**src/rtl/tsc_pkg.sv**
```systemverilog
// tsc_pkg: constants, types and the reciprocal table for the Taylor sine/cosine pipeline.
// No dependencies; used by every other file in rtl/.
package tsc_pkg;

  localparam int MAX_TERMS = 16;
  localparam int FRAC_BITS = 28;
  localparam int ANG_W     = 31;
  localparam int VAL_W     = 30;
  localparam int CNT_W     = 5;
  localparam int EPS_W     = 10;
  localparam logic [EPS_W-1:0] EPS_RESET = 10'd27;

  localparam int N_W    = $clog2(MAX_TERMS + 1);
  localparam int M_W    = N_W + 1;
  localparam int X2_W   = 33;
  localparam int TMAG_W = 34;
  localparam int P1_W   = 39;
  localparam int SUM_W  = 40;
  localparam int RCP_W  = 28;

  // Item as it travels between term stages; term kept as sign and magnitude.
  typedef struct packed {
    logic                    valid;
    logic                    s;
    logic [X2_W-1:0]         x2;
    logic                    tneg;
    logic [TMAG_W-1:0]       tmag;
    logic signed [SUM_W-1:0] sum;
    logic [N_W-1:0]          n;
    logic                    done;
  } tsc_item_t;

  // Item halfway through a term stage, after the first product.
  typedef struct packed {
    logic                    valid;
    logic                    s;
    logic [X2_W-1:0]         x2;
    logic                    tneg;
    logic [P1_W-1:0]         p1;
    logic [M_W-1:0]          m;
    logic signed [SUM_W-1:0] sum;
    logic [N_W-1:0]          n;
    logic                    done;
  } tsc_mid_t;

  // 1/(m*(m-1)) in Q.28, rounded to nearest.
  function automatic logic [RCP_W-1:0] recip(input logic [M_W-1:0] m);
    logic [RCP_W-1:0] r;
    case (m)
      6'd2:    r = 28'd134217728;
      6'd3:    r = 28'd44739243;
      6'd4:    r = 28'd22369621;
      6'd5:    r = 28'd13421773;
      6'd6:    r = 28'd8947849;
      6'd7:    r = 28'd6391320;
      6'd8:    r = 28'd4793490;
      6'd9:    r = 28'd3728270;
      6'd10:   r = 28'd2982616;
      6'd11:   r = 28'd2440322;
      6'd12:   r = 28'd2033602;
      6'd13:   r = 28'd1720740;
      6'd14:   r = 28'd1474920;
      6'd15:   r = 28'd1278264;
      6'd16:   r = 28'd1118481;
      6'd17:   r = 28'd986895;
      6'd18:   r = 28'd877240;
      6'd19:   r = 28'd784899;
      6'd20:   r = 28'd706409;
      6'd21:   r = 28'd639132;
      6'd22:   r = 28'd581029;
      6'd23:   r = 28'd530505;
      6'd24:   r = 28'd486296;
      6'd25:   r = 28'd447392;
      6'd26:   r = 28'd412978;
      6'd27:   r = 28'd382387;
      6'd28:   r = 28'd355073;
      6'd29:   r = 28'd330586;
      6'd30:   r = 28'd308547;
      6'd31:   r = 28'd288640;
      default: r = '0;
    endcase
    return r;
  endfunction

endpackage

```
**src/rtl/tsc_prep.sv**
```systemverilog
// tsc_prep: angle to magnitude, x squared, first term; one register stage.
// Depends on tsc_pkg.
module tsc_prep (
  input  logic                             clk,
  input  logic                             rst_n,
  input  logic                             en,
  input  logic                             in_valid,
  input  logic                             in_cmd,
  input  logic signed [tsc_pkg::ANG_W-1:0] in_angle,
  output tsc_pkg::tsc_item_t               item_r
);
  import tsc_pkg::*;

  logic                      aneg;
  logic [ANG_W-1:0]          amag;
  logic [2*ANG_W-1:0]        sq;
  tsc_item_t                 item_nxt;

  always_comb begin
    aneg = in_angle[ANG_W-1];
    amag = aneg ? ANG_W'(-in_angle) : ANG_W'(in_angle);
    sq   = amag * amag + (2*ANG_W)'(64'd1 << (FRAC_BITS - 1));
    item_nxt       = '0;
    item_nxt.valid = in_valid;
    item_nxt.s     = in_cmd;
    item_nxt.x2    = sq[FRAC_BITS +: X2_W];
    item_nxt.tneg  = in_cmd ? aneg : 1'b0;
    item_nxt.tmag  = in_cmd ? TMAG_W'(amag) : TMAG_W'(64'd1 << FRAC_BITS);
    item_nxt.sum   = '0;
    item_nxt.n     = '0;
    item_nxt.done  = 1'b0;
  end

  always_ff @(posedge clk) begin
    if (!rst_n) begin
      item_r.valid <= 1'b0;
    end else if (en) begin
      item_r.valid <= item_nxt.valid;
    end
  end

  always_ff @(posedge clk) begin
    if (en) begin
      item_r.s    <= item_nxt.s;
      item_r.x2   <= item_nxt.x2;
      item_r.tneg <= item_nxt.tneg;
      item_r.tmag <= item_nxt.tmag;
      item_r.sum  <= item_nxt.sum;
      item_r.n    <= item_nxt.n;
      item_r.done <= item_nxt.done;
    end
  end

endmodule

```
**config.mk**
```make
export PLATFORM = sky130hd
export DESIGN_NAME = tsc_prep
export DESIGN_NICKNAME = d
export VERILOG_FILES = /design/src/rtl/tsc_pkg.sv /design/src/rtl/tsc_prep.sv
export SDC_FILE = /design/constraint.sdc
export NUM_CORES = 2
export LEC_CHECK = 0
export BUFFER_PORTS_ARGS = -buffer_cell sky130_fd_sc_hd__buf_2
export CAP_MARGIN = 25
export CORE_ASPECT_RATIO = 1.25
export CORE_MARGIN = 3
export CORE_UTILIZATION = 65
export CTS_BUF_LIST = sky130_fd_sc_hd__clkbuf_4 sky130_fd_sc_hd__clkbuf_8 sky130_fd_sc_hd__clkbuf_16
export DETAILED_ROUTE_END_ITERATION = 6
export HOLD_SLACK_MARGIN = 0.02
export PLACE_DENSITY = 0.92
export SYNTH_ARGS = -nofsm -noshare
export SYNTH_HDL_FRONTEND = slang
export SYNTH_SLANG_ARGS = --single-unit
```
**constraint.sdc**
```tcl
create_clock -name clk -period 13.4 [get_ports clk]
set_input_delay 1.34 -clock clk [delete_from_list [all_inputs] [get_ports clk]]
set_output_delay 1.34 -clock clk [all_outputs]
set_load 0.05 [all_outputs]
```
After elaboration in Yosys (flattened, before gate mapping) --
Index checks and enable logic that the tools add are counted.
Storage, ports and cells: memory bits (writable) 0, memory bits (read-only) 0, logic and storage cells 10, register bits after elaboration 70, output and inout bits 116, latch bits 0, memories kept 0
Cells by class: shift operators 0, mux-type cells 1, bitwise gates (word level) 0, $mul 1, $add $sub $neg 2, divide/modulo/power cells 0, reductions and logical operators 0, order comparisons 0, equality and inequality tests 0
Operators with widths (count):
- adder 61 x 28 -> 61 bit, second input constant | 1
- multiplier 31 x 31 -> 61 bit | 1
- two-way mux 31 bit | 1
- negator 31 bit | 1

Longest topological paths before layout --
depth in word-level cells 4, gate-level depth with buffers 39

Worst setup path after synthesis --
OpenSTA, ideal clock, no wires.
path kind input to register, from input port in_angle[0] in the netlist's numbering, to register item_r[105] in the netlist's numbering, data pin, path buffers 5, stages 37, path slack 2.670 ns, arrival time 10.462 ns, cells stage by stage clkbuf_1 > clkinv_1 > clkbuf_1 > ha_1 > nand3b_1 > or3_1 > buf_2 > or3_4 > o21ai_0 > xor2_1 > clkinv_1 > buf_2 > nand2_1 > fa_1 > fa_1 > inv_1 > fa_1 > inv_1 > fa_1 > inv_1 > fa_1 > fa_1 > fa_1 > inv_1 > fa_1 > inv_1 > ha_1 > clkbuf_1 > a21oi_1 > o21ai_0 > a221o_1 > nand2_1 > a21oi_1 > a211o_1 > a2111oi_0 > o31ai_1 > xor2_1
RTL lines:
- start: declaration | RTL line tsc_prep.sv:9 | input logic signed [tsc_pkg::ANG_W-1:0] in_angle,
- end: declaration | RTL line tsc_prep.sv:10 | output tsc_pkg::tsc_item_t item_r

==> results.toml <==
[outcome]
status = "finished with violations"
violations = "design-rule violations"

[logic_synthesis]
yosys_warnings = 0
synth_cells = 3182
synth_top_cell_by_area = "fa_1"
synth_top_area_frac = 0.4987
synth_seq_cells = 67
synthSimpleGateAreaFrac = 0.09222
synth_xor_area_frac = 0.02534
yosys.area_share.adder = 0.6162
synth_mux_area_frac = 0.001042
synth_compound_area_frac = 0.04688
synth_cell_types = 73
synth_top_family_by_area = "adder cells"
avgSynthCellArea_um2 = 9.436
synthTopCellsByArea = "fa_1 50%, inv_1 12%, ha_1 12%"
syn-cell-area_um2 = 30030
synth_edf_count = 66
yosysSeqAreaShare = 0.06668
synth_flop_cell = "edfxtp_1"
async_reset_ff_frac = 0

[layout]
largest_register_ffs = 67
final_cell_mix = "989 x inv_1, 748 x fa_1, 282 x ha_1"
area_growth_pct = 5.176
final_cells = 3862
largest_registers = "item_r (67)"
layout-drive-gt1-share = 0.06890
fin_nets = 4341
layout_commonest_cell = "inv_1"
largest_register = "item_r"

[timing]
max_freq_mhz = 80.11
tightest_slew_ns = 1.184
skew_ns = 0
final_max_slew_viol_count = 0
tns_ns = 0
fin_crit_sh = 0.9316
rsz0062_at_grt = "no"
finalSetupViolCount = 0
relSlewSlack = 0.2022
hold_viol = 0
period_needed_ns = 12.48

[route]
vias = 23100
wl_per_cell_um = 22.97
totalWireLength_um = 88690
drc_errors = 1
vias_per_cell = 5.980
drt_pass1_iterations = 7
ant_nets = 0
drt_iter0_markers = 2180

[placement]
placed_cells = 3839
port_buffers = 102
hpwl_um = 70730
routabilityCongestion = 1.033

[grt]
grt_antenna_before_repair = 10
grt_usage = 0.3832
grt_max_degree = 47
overflow = 0
grt_pass1_vias = 26630
grt_pass1_wl_um = 139600

[die]
placementRows = 87
coreArea_um2 = 45390
die_x_um = 198.2
ios = 152
die_h_um = 246.3
start_util = 0.6615
dieArea_um2 = 48820

[setup_path]
slowest_stage = "o21ai_0"
critPathMaxFanout = 16
cp_data_required_time_ns = 13.61
cp_common_cell = "fa_1"
start_kind = "primary input"
crit_type = "in2reg"
crit_arrival_ns = 12.69
critPathMaxStageDelay_ns = 0.93
cp-end-kind = "flip-flop"

[cts]
post_cts_resize_count = 0
clk_latency_ns = 0.37
hold_buffers = 0
htreeDepth = 3
path_clk_slew_ns = 0.07
cts_setup_buffers = 0
clock-sinks = 67
numCtsBuffers = 9
clockBufferDepth = 2
cts-root-buf = "clkbuf_16"
tritoncts = "built"

[flow_run]
cap_viol_max_count = 0

[worst_hold_path]
min_path_type = "reg2reg"
==> cell type report <==
class	count	area [µm²]
multi-input cells	2032	23840
fillers	3047	13810
clock inverters	7	77.57
repair buffers	153	899.6
inverters	1012	3799
flip-flops and latches	67	2002
diodes	4	10.01
well taps	578	723.2
clock buffers	9	225.2
==> final timing paths <==
check              start           to  slack [ns]  cells past startpoint
max          in_angle[0]  item_r[111]        0.92                     34
min          item_r[115]  item_r[115]        0.55                      2
max reg2reg  item_r[115]  item_r[115]       12.79                      2
min reg2reg  item_r[115]  item_r[115]        0.55                      2
==> through the flow <==
| step | hold WS, ns | worst slack, ns | util | instance area (µm²) |
|---|---|---|---|---|
| floorplan | 0.7429 | 2.670 | - | 30290 |
| global placement | 0.4933 | 1.302 | 0.6882 | 31240 |
| detailed placement | 0.5299 | 1.109 | 0.6882 | 31240 |
| CTS | 0.5445 | 1.387 | 0.6949 | 31540 |
| finish | 0.5504 | 0.9170 | 0.6957 | 31580 |
| global route | 0.5778 | 0.7826 | 0.6955 | 31570 |
==> synth_stat cells (all sizes together) (3+ instances only) <==
library cell and instances:
a211oi 6, a21o 31, a211o 4, nand3 16
and3 6, a21oi 63, clkbuf 80, a21boi 3
nor4 5, or3 9, and2 36, o21bai 9
o211ai 6, nor2b 7, clkinv 6, nor3 7
xnor2 44, edfxtp 66, nor2 228, nand2 290
o21a 6, fa 748, buf 62, o21ai 44
o41ai 3, or4 3, nand3b 3, o31a 3
o31ai 8, a31oi 12, nand4 11, ha 282
inv 1006, xor2 39
==> worst max-delay path, delay by kind of cell <==
family,cells,cell delay (ns)
AO/OA/AOI/OAI,9,3.51
XOR/XNOR,1,0.23
adder cells (fa/ha/maj),10,4.72
buffers and inverters,10,2.05
AND/OR/NAND/NOR,4,0.79
==> cell families after synthesis <==
family                   after synthesis
adder cells (fa/ha/maj)             1030
other                                  2
flip-flops                            67
AND/OR/NAND/NOR                      630
XOR/XNOR                              83
buffers and inverters               1154
multiplexers                           3
AO/OA/AOI/OAI                        213
==> per-layer routing <==
metal / routed length, µm / track usage
met1: 25300 / 0.4026
met2: 41690 / 0.6161
met3: 11820 / 0.1379
met4: 9814 / 0.3138
met5: 61 / 0
Power is not shown: default switching activity piles up to over one toggle a cycle in this logic, so the estimate is an artifact.
