## config.mk

```make
export PLATFORM = sky130hd
export DESIGN_NAME = tsc_out_flat
export DESIGN_NICKNAME = d
export VERILOG_FILES = /design/src/rtl/tsc_pkg.sv /design/src/rtl/tsc_out_if.sv /design/src/rtl/tsc_out.sv /design/src/flat_wrapper.sv
export SDC_FILE = /design/constraint.sdc
export NUM_CORES = 1
export LEC_CHECK = 0
export ABC_AREA = 1
export BUFFER_PORTS_ARGS = -buffer_cell sky130_fd_sc_hd__buf_2
export CORE_MARGIN = 1.5
export CORE_UTILIZATION = 45
export DETAILED_ROUTE_END_ITERATION = 7
export GPL_TIMING_DRIVEN = 0
export HOLD_SLACK_MARGIN = 0.1
export MAX_ROUTING_LAYER = met4
export PLACE_DENSITY = 0.75
export SLEW_MARGIN = 5
export SYNTH_ARGS = -nofsm -noshare
export SYNTH_HDL_FRONTEND = slang
export SYNTH_SLANG_ARGS = --single-unit
```

## constraint.sdc

```tcl
create_clock -name clk -period 5.5 [get_ports clk]
set_input_delay 1.375 -clock clk [delete_from_list [all_inputs] [get_ports clk]]
set_output_delay 1.375 -clock clk [all_outputs]
set_load 0.02 [all_outputs]
```

## src/rtl/tsc_pkg.sv

```systemverilog
// tsc_pkg: constants, types and the reciprocal table for the Taylor sine/cosine pipeline.
// No dependencies; used by every other file in rtl/.
package tsc_pkg;

  localparam int MAX_TERMS = 16;
  localparam int FRAC_BITS = 28;
  localparam int ANG_W     = 31;
  localparam int VAL_W     = 30;
  localparam int CNT_W     = 5;
  localparam int EPS_W     = 10;
  localparam logic [EPS_W-1:0] EPS_RESET = 10'd27;

  localparam int N_W    = $clog2(MAX_TERMS + 1);
  localparam int M_W    = N_W + 1;
  localparam int X2_W   = 33;
  localparam int TMAG_W = 34;
  localparam int P1_W   = 39;
  localparam int SUM_W  = 40;
  localparam int RCP_W  = 28;

  // Item as it travels between term stages; term kept as sign and magnitude.
  typedef struct packed {
    logic                    valid;
    logic                    s;
    logic [X2_W-1:0]         x2;
    logic                    tneg;
    logic [TMAG_W-1:0]       tmag;
    logic signed [SUM_W-1:0] sum;
    logic [N_W-1:0]          n;
    logic                    done;
  } tsc_item_t;

  // Item halfway through a term stage, after the first product.
  typedef struct packed {
    logic                    valid;
    logic                    s;
    logic [X2_W-1:0]         x2;
    logic                    tneg;
    logic [P1_W-1:0]         p1;
    logic [M_W-1:0]          m;
    logic signed [SUM_W-1:0] sum;
    logic [N_W-1:0]          n;
    logic                    done;
  } tsc_mid_t;

  // 1/(m*(m-1)) in Q.28, rounded to nearest.
  function automatic logic [RCP_W-1:0] recip(input logic [M_W-1:0] m);
    logic [RCP_W-1:0] r;
    case (m)
      6'd2:    r = 28'd134217728;
      6'd3:    r = 28'd44739243;
      6'd4:    r = 28'd22369621;
      6'd5:    r = 28'd13421773;
      6'd6:    r = 28'd8947849;
      6'd7:    r = 28'd6391320;
      6'd8:    r = 28'd4793490;
      6'd9:    r = 28'd3728270;
      6'd10:   r = 28'd2982616;
      6'd11:   r = 28'd2440322;
      6'd12:   r = 28'd2033602;
      6'd13:   r = 28'd1720740;
      6'd14:   r = 28'd1474920;
      6'd15:   r = 28'd1278264;
      6'd16:   r = 28'd1118481;
      6'd17:   r = 28'd986895;
      6'd18:   r = 28'd877240;
      6'd19:   r = 28'd784899;
      6'd20:   r = 28'd706409;
      6'd21:   r = 28'd639132;
      6'd22:   r = 28'd581029;
      6'd23:   r = 28'd530505;
      6'd24:   r = 28'd486296;
      6'd25:   r = 28'd447392;
      6'd26:   r = 28'd412978;
      6'd27:   r = 28'd382387;
      6'd28:   r = 28'd355073;
      6'd29:   r = 28'd330586;
      6'd30:   r = 28'd308547;
      6'd31:   r = 28'd288640;
      default: r = '0;
    endcase
    return r;
  endfunction

endpackage

```

## src/rtl/tsc_out_if.sv

```systemverilog
// tsc_out_if: result channel (value, terms_used) with valid/ready.
// Depends on tsc_pkg.
interface tsc_out_if;
  logic                               valid;
  logic                               ready;
  logic signed [tsc_pkg::VAL_W-1:0]   value;
  logic [tsc_pkg::CNT_W-1:0]          terms_used;
  modport source (output valid, value, terms_used, input ready);
  modport sink (input valid, value, terms_used, output ready);
endinterface

```

## src/rtl/tsc_out.sv

```systemverilog
// tsc_out: saturates the sum to [-1,1] and holds the result register.
// Depends on tsc_pkg and tsc_out_if.
module tsc_out (
  input  logic               clk,
  input  logic               rst_n,
  input  logic               en,
  input  tsc_pkg::tsc_item_t item_i,
  tsc_out_if.source          out_ch
);
  import tsc_pkg::*;

  logic                      valid_r;
  logic signed [VAL_W-1:0]   value_r;
  logic [CNT_W-1:0]          terms_r;
  logic signed [VAL_W-1:0]   value_nxt;
  logic [CNT_W-1:0]          terms_nxt;
  logic                      sneg;
  logic [SUM_W-1:0]          smag;
  logic [VAL_W-1:0]          clip;

  always_comb begin
    sneg = item_i.sum[SUM_W-1];
    smag = sneg ? SUM_W'(-item_i.sum) : SUM_W'(item_i.sum);
    clip = (smag > SUM_W'(64'd1 << FRAC_BITS)) ? VAL_W'(64'd1 << FRAC_BITS)
                                               : smag[VAL_W-1:0];
    value_nxt = sneg ? -VAL_W'(clip) : VAL_W'(clip);
    terms_nxt = (item_i.n > N_W'(31)) ? CNT_W'(31) : CNT_W'(item_i.n);
  end

  always_ff @(posedge clk) begin
    if (!rst_n) begin
      valid_r <= 1'b0;
    end else if (en) begin
      valid_r <= item_i.valid;
    end
  end

  always_ff @(posedge clk) begin
    if (en) begin
      value_r <= value_nxt;
      terms_r <= terms_nxt;
    end
  end

  assign out_ch.valid      = valid_r;
  assign out_ch.value      = value_r;
  assign out_ch.terms_used = terms_r;

endmodule

```

## src/flat_wrapper.sv

```systemverilog
// flat-port wrapper written by rule: the top's interface ports become plain ports
module tsc_out_flat import tsc_pkg::*;
  (clk, rst_n, en, item_i, out_ch_valid, out_ch_value, out_ch_terms_used, out_ch_ready);
  tsc_out_if out_ch_i ();
  input  logic clk;
  input  logic rst_n;
  input  logic en;
  input  tsc_pkg::tsc_item_t item_i;
  output wire logic [$bits(out_ch_i.valid)-1:0] out_ch_valid;
  output wire logic [$bits(out_ch_i.value)-1:0] out_ch_value;
  output wire logic [$bits(out_ch_i.terms_used)-1:0] out_ch_terms_used;
  input wire logic [$bits(out_ch_i.ready)-1:0] out_ch_ready;
  assign out_ch_valid = out_ch_i.valid;
  assign out_ch_value = out_ch_i.value;
  assign out_ch_terms_used = out_ch_i.terms_used;
  assign out_ch_i.ready = out_ch_ready;
  tsc_out u_core (.clk(clk), .rst_n(rst_n), .en(en), .item_i(item_i), .out_ch(out_ch_i));
endmodule
```

== Yosys cells after proc, flatten, opt, wreduce, memory -nomap -nowiden ==
Cells that the tools add are included.
Widths: inputs -> output; s select.

* Shifts and indexed selects: 0
* Reductions and logical operators: 0
* Eq/ne operators: 0
* Order comparisons: 2
* Multiplexer cells: 3
* Bitwise operators: 0
* Add/subtract/negate cells: 2
* Divide/modulo/power cells: 0
* Multipliers: 0

{| class="wikitable"
|+ Operators with widths
! cell !! number
|-
| $mux 30 || 2
|-
| $gt 40x29->1 const B || 1
|-
| $mux 40 || 1
|-
| $neg 40->40 || 1
|-
| $neg 30->30 || 1
|-
| $gt 5x5->1 const B || 1
|}

* Latch bits: 0
* Memories: 0
* Memory bits (read-only): 0
* Output and inout port bits: 36
* RAM bits: 0
* Input port bits: 120
* Flip-flop bits (word level): 36

== Longest topological paths before layout ==
Gate-level depths: netlist of the first run.

* Depth after elaboration: 6
* Depth in mapped cells: 29
* Gate-level depth less buffers: 27

== Worst setup path after synthesis of the first run ==
No wires, ideal clock.

* Kind: input port to flip-flop
* Start: in item_i[6] in the netlist's numbering
* End: reg u_core.value_r[16] (netlist: u_core.out_ch.value[16]), data pin
* Setup slack: 1.265 ns
* Setup time: 0.252 ns
* Arrival: 3.982 ns
* Cell stages on the path: 22
* Path buffers: 2
* Cells stage by stage: inv_1 ha_1 nand3_4 nor2_4 nand3b_2 nand2_4 nand2_1 xor2_1 nand2_2 nand2_2 buf_6 buf_6 nor2_1 inv_1 ha_1 nand2_1 nor2_1 nand3_2 nor2_2 nand2_1 nand3_1 nand2_1

* Cells in the longest elaborated chain, start to end: 6

{| class="wikitable"
|+ RTL lines
! what !! line !! RTL
|-
| from (decl) || flat_wrapper.sv:8 || <nowiki>input tsc_pkg::tsc_item_t item_i;</nowiki>
|-
| $neg 40->40 || tsc_out.sv:23 || <nowiki>smag = sneg ? SUM_W'(-item_i.sum) : SUM_W'(item_i.sum);</nowiki>
|-
| $mux 40 (*) || tsc_out.sv:23 ||
|-
| $gt 40x29->1 || tsc_out.sv:24 || <nowiki>clip = (smag > SUM_W'(64'd1 << FRAC_BITS)) ? VAL_W'(64'd1 << FRAC_BITS)</nowiki>
|-
| $mux 30 (*) || tsc_out.sv:24 ||
|-
| net u_core.clip[0] || tsc_out.sv:19 || <nowiki>logic [VAL_W-1:0] clip;</nowiki>
|-
| $neg 30->30 (*) || tsc_out.sv:26 || <nowiki>value_nxt = sneg ? -VAL_W'(clip) : VAL_W'(clip);</nowiki>
|-
| $mux 30 (*) || tsc_out.sv:26 ||
|-
| net u_core.value_nxt[16] || tsc_out.sv:15 || <nowiki>logic signed [VAL_W-1:0] value_nxt;</nowiki>
|-
| to (signal assigned) || tsc_out.sv:40 || <nowiki>value_r <= value_nxt;</nowiki>
|-
| to (decl) || tsc_out.sv:13 || <nowiki>logic signed [VAL_W-1:0] value_r;</nowiki>
|}

Mark *: on every way through the listed nets, which the timed path passes. The rest lies on a longest branch.
A chain may end at the register's enable or synchronous reset.

== Final worst setup path of the first run ==
Ends and elaborated chain as after synthesis.

==> reports/metrics.yaml, run 1 <==
outcome:
  result_of_the_run: "finished, final reports clean"
floorplan:
  floorplan.die.height_um: 97.3
  start_util_pct: 46.1
  floorplan.io_pins: 156
  chipWidth_um: 97.3
  placementRows: 34
  placeableCoreArea_um2: 8680
  floorplan.die_area_um2: 9470
setup_path:
  rr_startpoint: "u_core.out_ch.valid"
  cp-end-kind: "flop"
  worstPathMaxFanout: 10
  worstSetupPathType: "in2reg"
  crit_required_ns: 5.55
  arrival_time_reported_for_the_critical_path_endpoint_ns: 4.82
  worst_setup_path_start_kind: "input pin"
  critPathLaunch: "item_i[6]"
sta:
  finalHoldViolations: 0
  period_needed_ns: 4.77
  relSlewSlack_pct: 47.5
  period_share_pct: 86.7
  max_freq_ghz: 0.210
  setup_viol_count_final: 0
  worstMarginPinSlew_ns: 0.788
  rsz0062_at_grt: "false"
  setup_tns_ns: 0
  skew_ns: 0
  drv_slew: 0
drt:
  initialDrtViolationCount: 199
  final_antenna_net_count: 0
  via_count: 4351
  detail_route.first_pass.iterations: 5
  drc: 0
  vias_per_cell: 5.16
  routed_wire_length_per_instance_um: 13.0
  postRouteWirelength_mm: 11.0
place:
  dpl.hpwl_mm: 9.12
  buffer_ports.inserted: 79
  finalWeightedCongestion: 0.951
  place_area_um2: 4530
grt:
  pin_count_of_the_biggest_net_entering_global_routing: 38
  grt_pass1_vias: 3949
  grt_overflow: 0
  global_route.usage.total_pct: 24.2
  grt_antenna_before_repair: 0
  global_route_wire_length_before_repair_mm: 18.5
yosys:
  netlist-cell-type-count: 38
  yosys_warnings: 0
  netlist_top_cells_count: "215 x sky130_fd_sc_hd__nand2_1, 90 x sky130_fd_sc_hd__inv_1, 82 x sky130_fd_sc_hd__nor2_1, 65 x sky130_fd_sc_hd__nand3_1, 35 x sky130_fd_sc_hd__edfxtp_1"
  synth.largest_area_cell: "sky130_fd_sc_hd__edfxtp_1"
  seq_area_frac_synth_pct: 26.8
  netlist_top_cells_area: "sky130_fd_sc_hd__edfxtp_1 26%, sky130_fd_sc_hd__nand2_1 20%, sky130_fd_sc_hd__inv_1 8.4%"
  post_synth.cell_area_avg_um2: 6.17
  syn-cell-area_um2: 4000
  yosysTopAreaCellShare_pct: 26.3
  ys_dominant_reg_cell: "sky130_fd_sc_hd__edfxtp_1"
  yosys_register_bits: 36
  synth_nets: 771
  syn-instance-count: 648
  postSynth.asyncResetShare_pct: 0
  leading_cell_type_by_number_of_instances_after_synthesis: "sky130_fd_sc_hd__nand2_1"
  synth_edf_count: 35
clock_tree:
  clock_latency_on_the_worst_skew_pair_ns: 0.29
  post-cts-setup-buffer-count: 0
  cts-root-buf: "sky130_fd_sc_hd__clkbuf_8"
  count_of_cells_resized_by_post_cts_repair: 0
  clock_sink_count: 36
  tritoncts: "yes"
  cts.clk_slew.worst_paths_ns: 0.07
  cts_buffers: 5
  clock_tree.htree_level_count: 2
  clk_path_buf_depth: 2
  cts.hold.buffers_added: 0
job:
  cap_viol_max_count: 0
cells_and_area:
  n_antenna_cell: 0
  area_growth_pct: 16.0
  layout.cell_area.non_filler_um2: 4640
  final_net_count: 857
  final_layout_size_suffix_gt1_share_pct: 20.7
power_and_ir_drop:
  vdd_drop_max_mv: 0.0826
  cellPowerDensity_nw_per_um2: 160
  total_leakage_power_nw: 2.53
  totalPowerFinal_mw: 0.744
hold_path:
  hold_path.startpoint: "u_core.out_ch.valid"
  timing.hold.worst.class: "reg2reg"
[placed cells by master, fill, tap and decap left out, types with 10 or more instances in the layout]
cell                       Yosys  routed
sky130_fd_sc_hd__nand2_1     215     215
sky130_fd_sc_hd__inv_1        90      90
sky130_fd_sc_hd__buf_2         8      87
sky130_fd_sc_hd__nor2_1       82      82
sky130_fd_sc_hd__nand3_1      65      65
sky130_fd_sc_hd__edfxtp_1     35      35
sky130_fd_sc_hd__nand4_1      15      15
sky130_fd_sc_hd__nor2_2       14      14
sky130_fd_sc_hd__nand2_2      14      14
sky130_fd_sc_hd__xor2_1       13      13
sky130_fd_sc_hd__o21ai_0      12      12
sky130_fd_sc_hd__nand3b_1     10      10
[critical path: stages]
cell and delay (ns):
sky130_fd_sc_hd__buf_2 0.10, sky130_fd_sc_hd__inv_1 0.17, sky130_fd_sc_hd__ha_1 0.29, sky130_fd_sc_hd__nand3_4 0.13
sky130_fd_sc_hd__nor2_4 0.14, sky130_fd_sc_hd__nand3b_2 0.13, sky130_fd_sc_hd__nand2_4 0.13, sky130_fd_sc_hd__nand2_1 0.07
sky130_fd_sc_hd__xor2_1 0.41, sky130_fd_sc_hd__nand2_2 0.17, sky130_fd_sc_hd__nand2_2 0.10, sky130_fd_sc_hd__buf_6 0.15
sky130_fd_sc_hd__buf_6 0.16, sky130_fd_sc_hd__nor2_1 0.07, sky130_fd_sc_hd__inv_1 0.07, sky130_fd_sc_hd__ha_1 0.16
sky130_fd_sc_hd__nand2_1 0.07, sky130_fd_sc_hd__nor2_1 0.26, sky130_fd_sc_hd__nand3_2 0.17, sky130_fd_sc_hd__nor2_2 0.24
sky130_fd_sc_hd__nand2_1 0.10, sky130_fd_sc_hd__nand3_1 0.08, sky130_fd_sc_hd__nand2_1 0.06
[where the power goes]
part,internal [mW],leakage [nW],switching (mW)
Clock,0.134,0.0541,0.0972
Combinational,0.0581,2.13,0.135
Sequential,0.316,0.343,0.00340
[worst paths after layout]
| check | endpoint | slack (ns) | cells after the start |
|---|---|---|---|
| min | u_core.out_ch.valid | 0.56 | 2 |
| max reg2reg | u_core.out_ch.valid | 4.83 | 2 |
| min reg2reg | u_core.out_ch.valid | 0.56 | 2 |
| max | u_core.out_ch.value[16] | 0.73 | 23 |
[sequential cells by signal, summed over array words and instances, names as in the netlist]
signal	flops
u_core.out_ch.valid	1
u_core.out_ch.value	30
u_core.out_ch.terms_used	5
[cell families after synthesis]
kind of cell / synth area share [%]
AO/OA/AOI/OAI: 6.72
XOR/XNOR: 3.94
adder cells (fa/ha/maj): 0.938
buffers and inverters: 12.2
flip-flops: 26.8
AND/OR/NAND/NOR: 49.5
[stage by stage]
stage	worst slack [ns]	hold slack, ns	cells	util, %
CTS	0.766	0.569	843	53.5
detailed placement	0.464	0.552	835	52.2
global placement	0.521	0.517	835	52.2
global route	0.411	0.612	843	53.5
floorplan	1.27	0.606	648	-
finish	0.734	0.558	843	53.5
[cell type report]
cell class	instances	area, µm²
Buffer	21	130
Sequential cell	36	1070
Clock inverter	3	42.5
Fill cell	911	4040
Clock buffer	5	68.8
Tap cell	108	135
Inverter	95	357
Timing Repair Buffer	79	395
Multi-Input combinational cell	496	2440
[metal layers]
metal	up-vias	GRT usage, %	wire length (µm)
met1	1943	31.0	5000
met2	151	40.8	5150
li1	2241	-	-
met4	0	8.35	233
met5	-	-	0
met3	16	1.44	615
(Power assumes the default switching activity.)
==> run 2, diff against run 1 <==
--- a/config.mk
+++ b/config.mk
@@ -7,13 +7,13 @@
 export LEC_CHECK = 0
 export ABC_AREA = 1
 export BUFFER_PORTS_ARGS = -buffer_cell sky130_fd_sc_hd__buf_2
-export CORE_MARGIN = 1.5
 export CORE_UTILIZATION = 45
 export DETAILED_ROUTE_END_ITERATION = 7
 export GPL_TIMING_DRIVEN = 0
 export HOLD_SLACK_MARGIN = 0.1
 export MAX_ROUTING_LAYER = met4
 export PLACE_DENSITY = 0.75
+export RECOVER_POWER = 100
 export SLEW_MARGIN = 5
 export SYNTH_ARGS = -nofsm -noshare
 export SYNTH_HDL_FRONTEND = slang
==> run 2 against run 1 <==
- die area down 2.0%
- largest power group unchanged
- the flow now finishes with violations (DRC, capacitance limit, slew limit)
- flip-flop and latch count unchanged
- critical endpoint unchanged
- combinational power down 3%
- largest cell class unchanged
- global-route usage up 0.34 points
- critical path type unchanged
- highest routed layer unchanged
==> reports/metrics.yaml, run 2 (same netlist as run 1, synthesis figures left out) <==
place:
  numPlacedInstances: 835
  dpl.hpwl_mm: 8.85
  place_area_um2: 4530
  finalWeightedCongestion: 0.941
  buffer_ports.inserted: 79
grt:
  grt_antenna_before_repair: 0
  global_route.usage.total_pct: 24.5
  grt_pass1_vias: 3825
  pin_count_of_the_biggest_net_entering_global_routing: 38
  global_route_wire_length_before_repair_mm: 17.2
  grt_overflow: 0
cells_and_area:
  most-common-layout-cells: "215 x sky130_fd_sc_hd__nand2_1, 90 x sky130_fd_sc_hd__inv_1, 85 x sky130_fd_sc_hd__nor2_1"
  layout.cell_area.non_filler_um2: 4520
  n_antenna_cell: 0
  final_net_count: 857
  layout.cells.most_common: "sky130_fd_sc_hd__nand2_1"
  final-instance-count-excl-fill: 843
  area_growth_pct: 13.0
  largest_register_ffs: 30
  final_layout_size_suffix_gt1_share_pct: 14.3
drt:
  vias_per_cell: 5.14
  routed_wire_length_per_instance_um: 12.8
  final_antenna_net_count: 0
  via_count: 4334
  initialDrtViolationCount: 233
  drc: 1
  postRouteWirelength_mm: 10.8
  detail_route.first_pass.iterations: 8
setup_path:
  r2r.worst_path.cells: 2
  crit-reg2reg-capture: "u_core.out_ch.valid"
  worstPathMaxFanout: 10
  rr_startpoint: "u_core.out_ch.valid"
  critPathLaunch: "item_i[6]"
  worst_setup_path_start_kind: "input pin"
  cp-end-kind: "flop"
  endpoint: "u_core.out_ch.value[16]"
  reg2reg_slack_ns: 4.79
  crit_required_ns: 5.55
  worstSetupPathType: "in2reg"
  arrival_time_reported_for_the_critical_path_endpoint_ns: 4.96
sta:
  relSlewSlack_pct: -22.2
  period_needed_ns: 4.91
  setup_viol_count_final: 0
  finalHoldViolations: 0
  rsz0062_at_grt: "false"
  setup_tns_ns: 0
  drv_slew: 38
  max_freq_ghz: 0.204
  worstMarginPinSlew_ns: 1.83
  skew_ns: 0
  period_share_pct: 89.2
clock_tree:
  clock_sink_count: 36
  tritoncts: "yes"
  clock_tree.htree_level_count: 2
  cts-root-buf: "sky130_fd_sc_hd__clkbuf_8"
  cts.clk_slew.worst_paths_ns: 0.07
  cts_buffers: 5
  cts.hold.buffers_added: 0
  count_of_cells_resized_by_post_cts_repair: 0
  clk_path_buf_depth: 2
  clock_latency_on_the_worst_skew_pair_ns: 0.29
  post-cts-setup-buffer-count: 0
power_and_ir_drop:
  int_pwr_mw: 0.458
  combPwrFrac_pct: 27.1
  vdd_drop_max_mv: 0.0815
  p_sw_share_pct: 33.6
  totalPowerFinal_mw: 0.690
  seqPwrFrac_pct: 46.5
  p_switching_mw: 0.232
  cellPowerDensity_nw_per_um2: 152
  part_of_the_power_in_the_clock_network_pct: 26.4
  total_leakage_power_nw: 2.39
floorplan:
  start_util_pct: 46.1
  placeableCoreArea_um2: 8680
  floorplan.die_area_um2: 9270
  floorplan.io_pins: 156
  placementRows: 34
  chipWidth_um: 96.3
  floorplan.die.height_um: 96.3
outcome:
  violations: "DRC, capacitance limit, slew limit"
  result_of_the_run: "finished with violations"
hold_path:
  timing.hold.worst.class: "reg2reg"
job:
  cap_viol_max_count: 1
run 2: cell types whose count changed in the layout (fill, tap and decap cells not counted), moves of 2 or more:
cell	delta
sky130_fd_sc_hd__buf_2	-39
sky130_fd_sc_hd__clkbuf_1	+41
sky130_fd_sc_hd__nand3_1	+2
sky130_fd_sc_hd__nor2_1	+3
sky130_fd_sc_hd__nor2_2	-3
sky130_fd_sc_hd__o21ai_0	+2
sky130_fd_sc_hd__o21ai_1	-2
run 2: final cells by class:
type	count	area, µm²
Inverter	95	357
Clock buffer	5	68.8
Tap cell	108	135
Buffer	21	118
Sequential cell	36	1070
Clock inverter	3	18.8
Timing Repair Buffer	79	348
Fill cell	937	4160
Multi-Input combinational cell	496	2410
run 2: worst min path at each step:
stage,endpoint,slack [ns],cells after the start,startpoint
after floorplan,u_core.out_ch.valid,0.61,2,u_core.out_ch.valid
after global placement,u_core.out_ch.valid,0.52,2,u_core.out_ch.valid
after detailed placement,u_core.out_ch.valid,0.54,2,u_core.out_ch.valid
after CTS,u_core.out_ch.valid,0.55,2,u_core.out_ch.valid
after global routing,u_core.out_ch.valid,0.60,2,u_core.out_ch.valid
final,u_core.out_ch.valid,0.55,2,u_core.out_ch.valid
run 2: critical path, stage by stage:
cell                       delay (ns)
sky130_fd_sc_hd__clkbuf_1        0.09
sky130_fd_sc_hd__inv_1           0.17
sky130_fd_sc_hd__ha_1            0.24
sky130_fd_sc_hd__nand3_1         0.20
sky130_fd_sc_hd__nor2_1          0.26
sky130_fd_sc_hd__nand3_1         0.18
sky130_fd_sc_hd__nand2_1         0.12
sky130_fd_sc_hd__nand2_1         0.08
sky130_fd_sc_hd__xor2_1          0.14
sky130_fd_sc_hd__nand2_1         0.12
sky130_fd_sc_hd__inv_1           0.05
sky130_fd_sc_hd__nand2_1         0.06
sky130_fd_sc_hd__nor2_1          0.09
sky130_fd_sc_hd__nand2_2         0.10
sky130_fd_sc_hd__buf_6           0.14
sky130_fd_sc_hd__buf_6           0.17
sky130_fd_sc_hd__nor2_1          0.07
sky130_fd_sc_hd__inv_1           0.06
sky130_fd_sc_hd__ha_1            0.16
sky130_fd_sc_hd__nand2_1         0.07
sky130_fd_sc_hd__nor2_1          0.22
sky130_fd_sc_hd__nand3_1         0.19
sky130_fd_sc_hd__nor2_1          0.32
sky130_fd_sc_hd__nand2_1         0.12
sky130_fd_sc_hd__nand3_1         0.09
sky130_fd_sc_hd__nand2_1         0.05
run 2: through the flow:
| step | utilization, % | setup WS, ns | hold slack (ns) |
|---|---|---|---|
| CTS | 53.2 | 0.795 | 0.549 |
| global placement | 52.2 | 0.561 | 0.516 |
| floorplan | - | 1.27 | 0.606 |
| finish | 52.1 | 0.591 | 0.549 |
| global route | 52.1 | 0.230 | 0.599 |
| detailed placement | 52.2 | 0.483 | 0.539 |
run 2: per-layer routing:
metal | part of all wire, % | wire length, µm | global-route usage [%]
met2 | 46 | 5000 | 41.8
met3 | 5.8 | 629 | 1.74
met5 | 0 | 0 | -
met1 | 45 | 4880 | 30.1
met4 | 2.7 | 297 | 9.68
run 2: power groups by stage:
| stage | registers, mW | logic (mW) | clock network (mW) |
|---|---|---|---|
| floorplan | 0.348 | 0.0986 | 0 |
| global placement | 0.325 | 0.187 | 0 |
| detailed placement | 0.326 | 0.191 | 0 |
| CTS | 0.320 | 0.191 | 0.189 |
| global route | 0.323 | 0.209 | 0.198 |
| finish | 0.320 | 0.187 | 0.182 |
==> run 3, diff against run 2 <==
--- a/config.mk
+++ b/config.mk
@@ -8,6 +8,7 @@
 export ABC_AREA = 1
 export BUFFER_PORTS_ARGS = -buffer_cell sky130_fd_sc_hd__buf_2
 export CORE_UTILIZATION = 45
+export CTS_BUF_LIST = sky130_fd_sc_hd__clkbuf_4
 export DETAILED_ROUTE_END_ITERATION = 7
 export GPL_TIMING_DRIVEN = 0
 export HOLD_SLACK_MARGIN = 0.1
==> run 3 against run 2 <==
- the flow still finishes with violations (DRC, capacitance limit, slew limit)
- clock power decreased by 24%
- cell count unchanged
- sequential share of layout area increased by 0.16 points
- critical path depth increased by 1
- register-to-register slack about the same
- critical path type unchanged
- largest cell class unchanged
- highest routed layer unchanged
==> reports/metrics.yaml, run 3 (same netlist as run 1, synthesis figures left out) <==
cells_and_area:
  multi_input_comb_area_um2: 2410
  area_growth_pct: 12.3
  largest_register_ffs: 30
  final_layout_size_suffix_gt1_share_pct: 14.3
  num-fill-cells: 941
  layout.cells.most_common: "sky130_fd_sc_hd__nand2_1"
  layout.cell_area.non_filler_um2: 4490
  n_antenna_cell: 0
  final_net_count: 857
  seq_area_um2: 1070
  most-common-layout-cells: "216 x sky130_fd_sc_hd__nand2_1, 90 x sky130_fd_sc_hd__inv_1, 84 x sky130_fd_sc_hd__nor2_1"
clock_tree:
  clk_path_buf_depth: 2
  post-cts-setup-buffer-count: 0
  clock_sink_count: 36
  clock_latency_on_the_worst_skew_pair_ns: 0.34
  cts.clk_slew.worst_paths_ns: 0.11
  cts.hold.buffers_added: 0
  tritoncts: "yes"
  clock_tree.htree_level_count: 2
  count_of_cells_resized_by_post_cts_repair: 0
  cts-root-buf: "sky130_fd_sc_hd__clkbuf_4"
  cts_buffers: 5
setup_path:
  r2r.worst_path.cells: 2
  crit-reg2reg-capture: "u_core.out_ch.valid"
  worst_path_max_delay_cell: "sky130_fd_sc_hd__nor2_1"
  worst_setup_path_start_kind: "input pin"
  cp-end-kind: "flop"
  worstSetupPathType: "in2reg"
  worstPathMaxFanout: 10
  path_common_cell: "sky130_fd_sc_hd__nand2_1"
  path_buf_inv: 7
  rr_startpoint: "u_core.out_ch.valid"
  slowest_delay_ns: 0.30
  crit_required_ns: 5.61
  arrival_time_reported_for_the_critical_path_endpoint_ns: 4.98
  reg2reg_slack_ns: 4.78
  worst_path_dominant_cell_family: "simple AND/OR/NAND/NOR gates"
sta:
  setup_tns_ns: 0
  period_needed_ns: 4.87
  max_freq_ghz: 0.205
  worstMarginPinSlew_ns: 1.86
  relSlewSlack_pct: -23.9
  setup_viol_count_final: 0
  skew_ns: 0
  period_share_pct: 88.5
  drv_slew: 38
  finalHoldViolations: 0
  rsz0062_at_grt: "false"
power_and_ir_drop:
  totalPowerFinal_mw: 0.645
  cellPowerDensity_nw_per_um2: 144
  vdd_drop_max_mv: 0.0709
  total_leakage_power_nw: 2.38
grt:
  global_route.usage.total_pct: 24.4
  grt_overflow: 0
  grt_antenna_before_repair: 0
  global_route_wire_length_before_repair_mm: 17.2
  grt_pass1_vias: 3852
  pin_count_of_the_biggest_net_entering_global_routing: 38
place:
  buffer_ports.inserted: 79
  finalWeightedCongestion: 0.941
  dpl.hpwl_mm: 8.85
  place_area_um2: 4530
floorplan:
  floorplan.die.height_um: 96.3
  placeableCoreArea_um2: 8680
  floorplan.io_pins: 156
  placementRows: 34
  floorplan.die_area_um2: 9270
  chipWidth_um: 96.3
  start_util_pct: 46.1
drt:
  routed_wire_length_per_instance_um: 12.8
  drc: 1
  final_antenna_net_count: 0
  initialDrtViolationCount: 229
  via_count: 4328
  vias_per_cell: 5.13
  detail_route.first_pass.iterations: 8
  postRouteWirelength_mm: 10.8
hold_path:
  hold-path-endpoint: "u_core.out_ch.valid"
  timing.hold.worst.class: "reg2reg"
  hold_path_depth: 2
  hold_path.startpoint: "u_core.out_ch.valid"
outcome:
  result_of_the_run: "finished with violations"
  violations: "DRC, capacitance limit, slew limit"
job:
  cap_viol_max_count: 1
-- run 3: cell types whose count changed in the layout (fill, tap and decap cells not counted) --
cell,change
sky130_fd_sc_hd__clkbuf_8,-5
sky130_fd_sc_hd__nor2_2,+1
sky130_fd_sc_hd__nor2_1,-1
sky130_fd_sc_hd__nand2_2,-1
sky130_fd_sc_hd__clkbuf_4,+5
sky130_fd_sc_hd__nand2_1,+1
-- run 3: metrics by stage --
stage               utilization [%]  setup WS, ns  cells  hold slack (ns)
global route                   51.8         0.314    843            0.606
CTS                            52.9         0.854    843            0.555
floorplan                         -          1.27    648            0.606
finish                         51.8         0.631    843            0.555
detailed placement             52.2         0.483    835            0.539
global placement               52.2         0.561    835            0.516
-- run 3: metal layers --
metal / wire [µm] / vias up / GRT usage (%)
met5: 0 / - / -
li1: - / 2236 / -
met2: 5020 / 170 / 41.8
met3: 558 / 18 / 1.58
met4: 250 / 0 / 9.07
met1: 4980 / 1904 / 30.1
-- run 3: worst max path at each step --
stage	startpoint	to	cells after the start
floorplan	item_i[6]	u_core.out_ch.value[16]	22
finish	item_i[6]	u_core.out_ch.value[28]	27
global route	item_i[6]	u_core.out_ch.value[28]	27
global placement	item_i[6]	u_core.out_ch.value[16]	23
CTS	item_i[6]	u_core.out_ch.value[22]	23
detailed placement	item_i[6]	u_core.out_ch.value[16]	23
-- run 3: final cells by class --
cell class,count,share of cell area (%)
sequential,36,23.8
clock buffer,5,0.836
inverter,95,7.94
clock inverter,3,0.418
tap,108,3.01
buffer,21,2.62
timing repair buffer,79,7.74
multi-input combinational,496,53.6
-- run 3: worst register-to-register path, stage by stage, from the launching register on --
cell and delay [ns]:
sky130_fd_sc_hd__dfxtp_1 0.32, sky130_fd_sc_hd__o21ai_0 0.15, sky130_fd_sc_hd__a21oi_1 0.07
-- run 3: report_power, final --
group          switching, mW  internal [mW]  total [mW]
Combinational          0.134         0.0533       0.187
Sequential           0.00395          0.316       0.320
Clock                 0.0888         0.0490       0.138
Total                  0.226          0.419       0.645
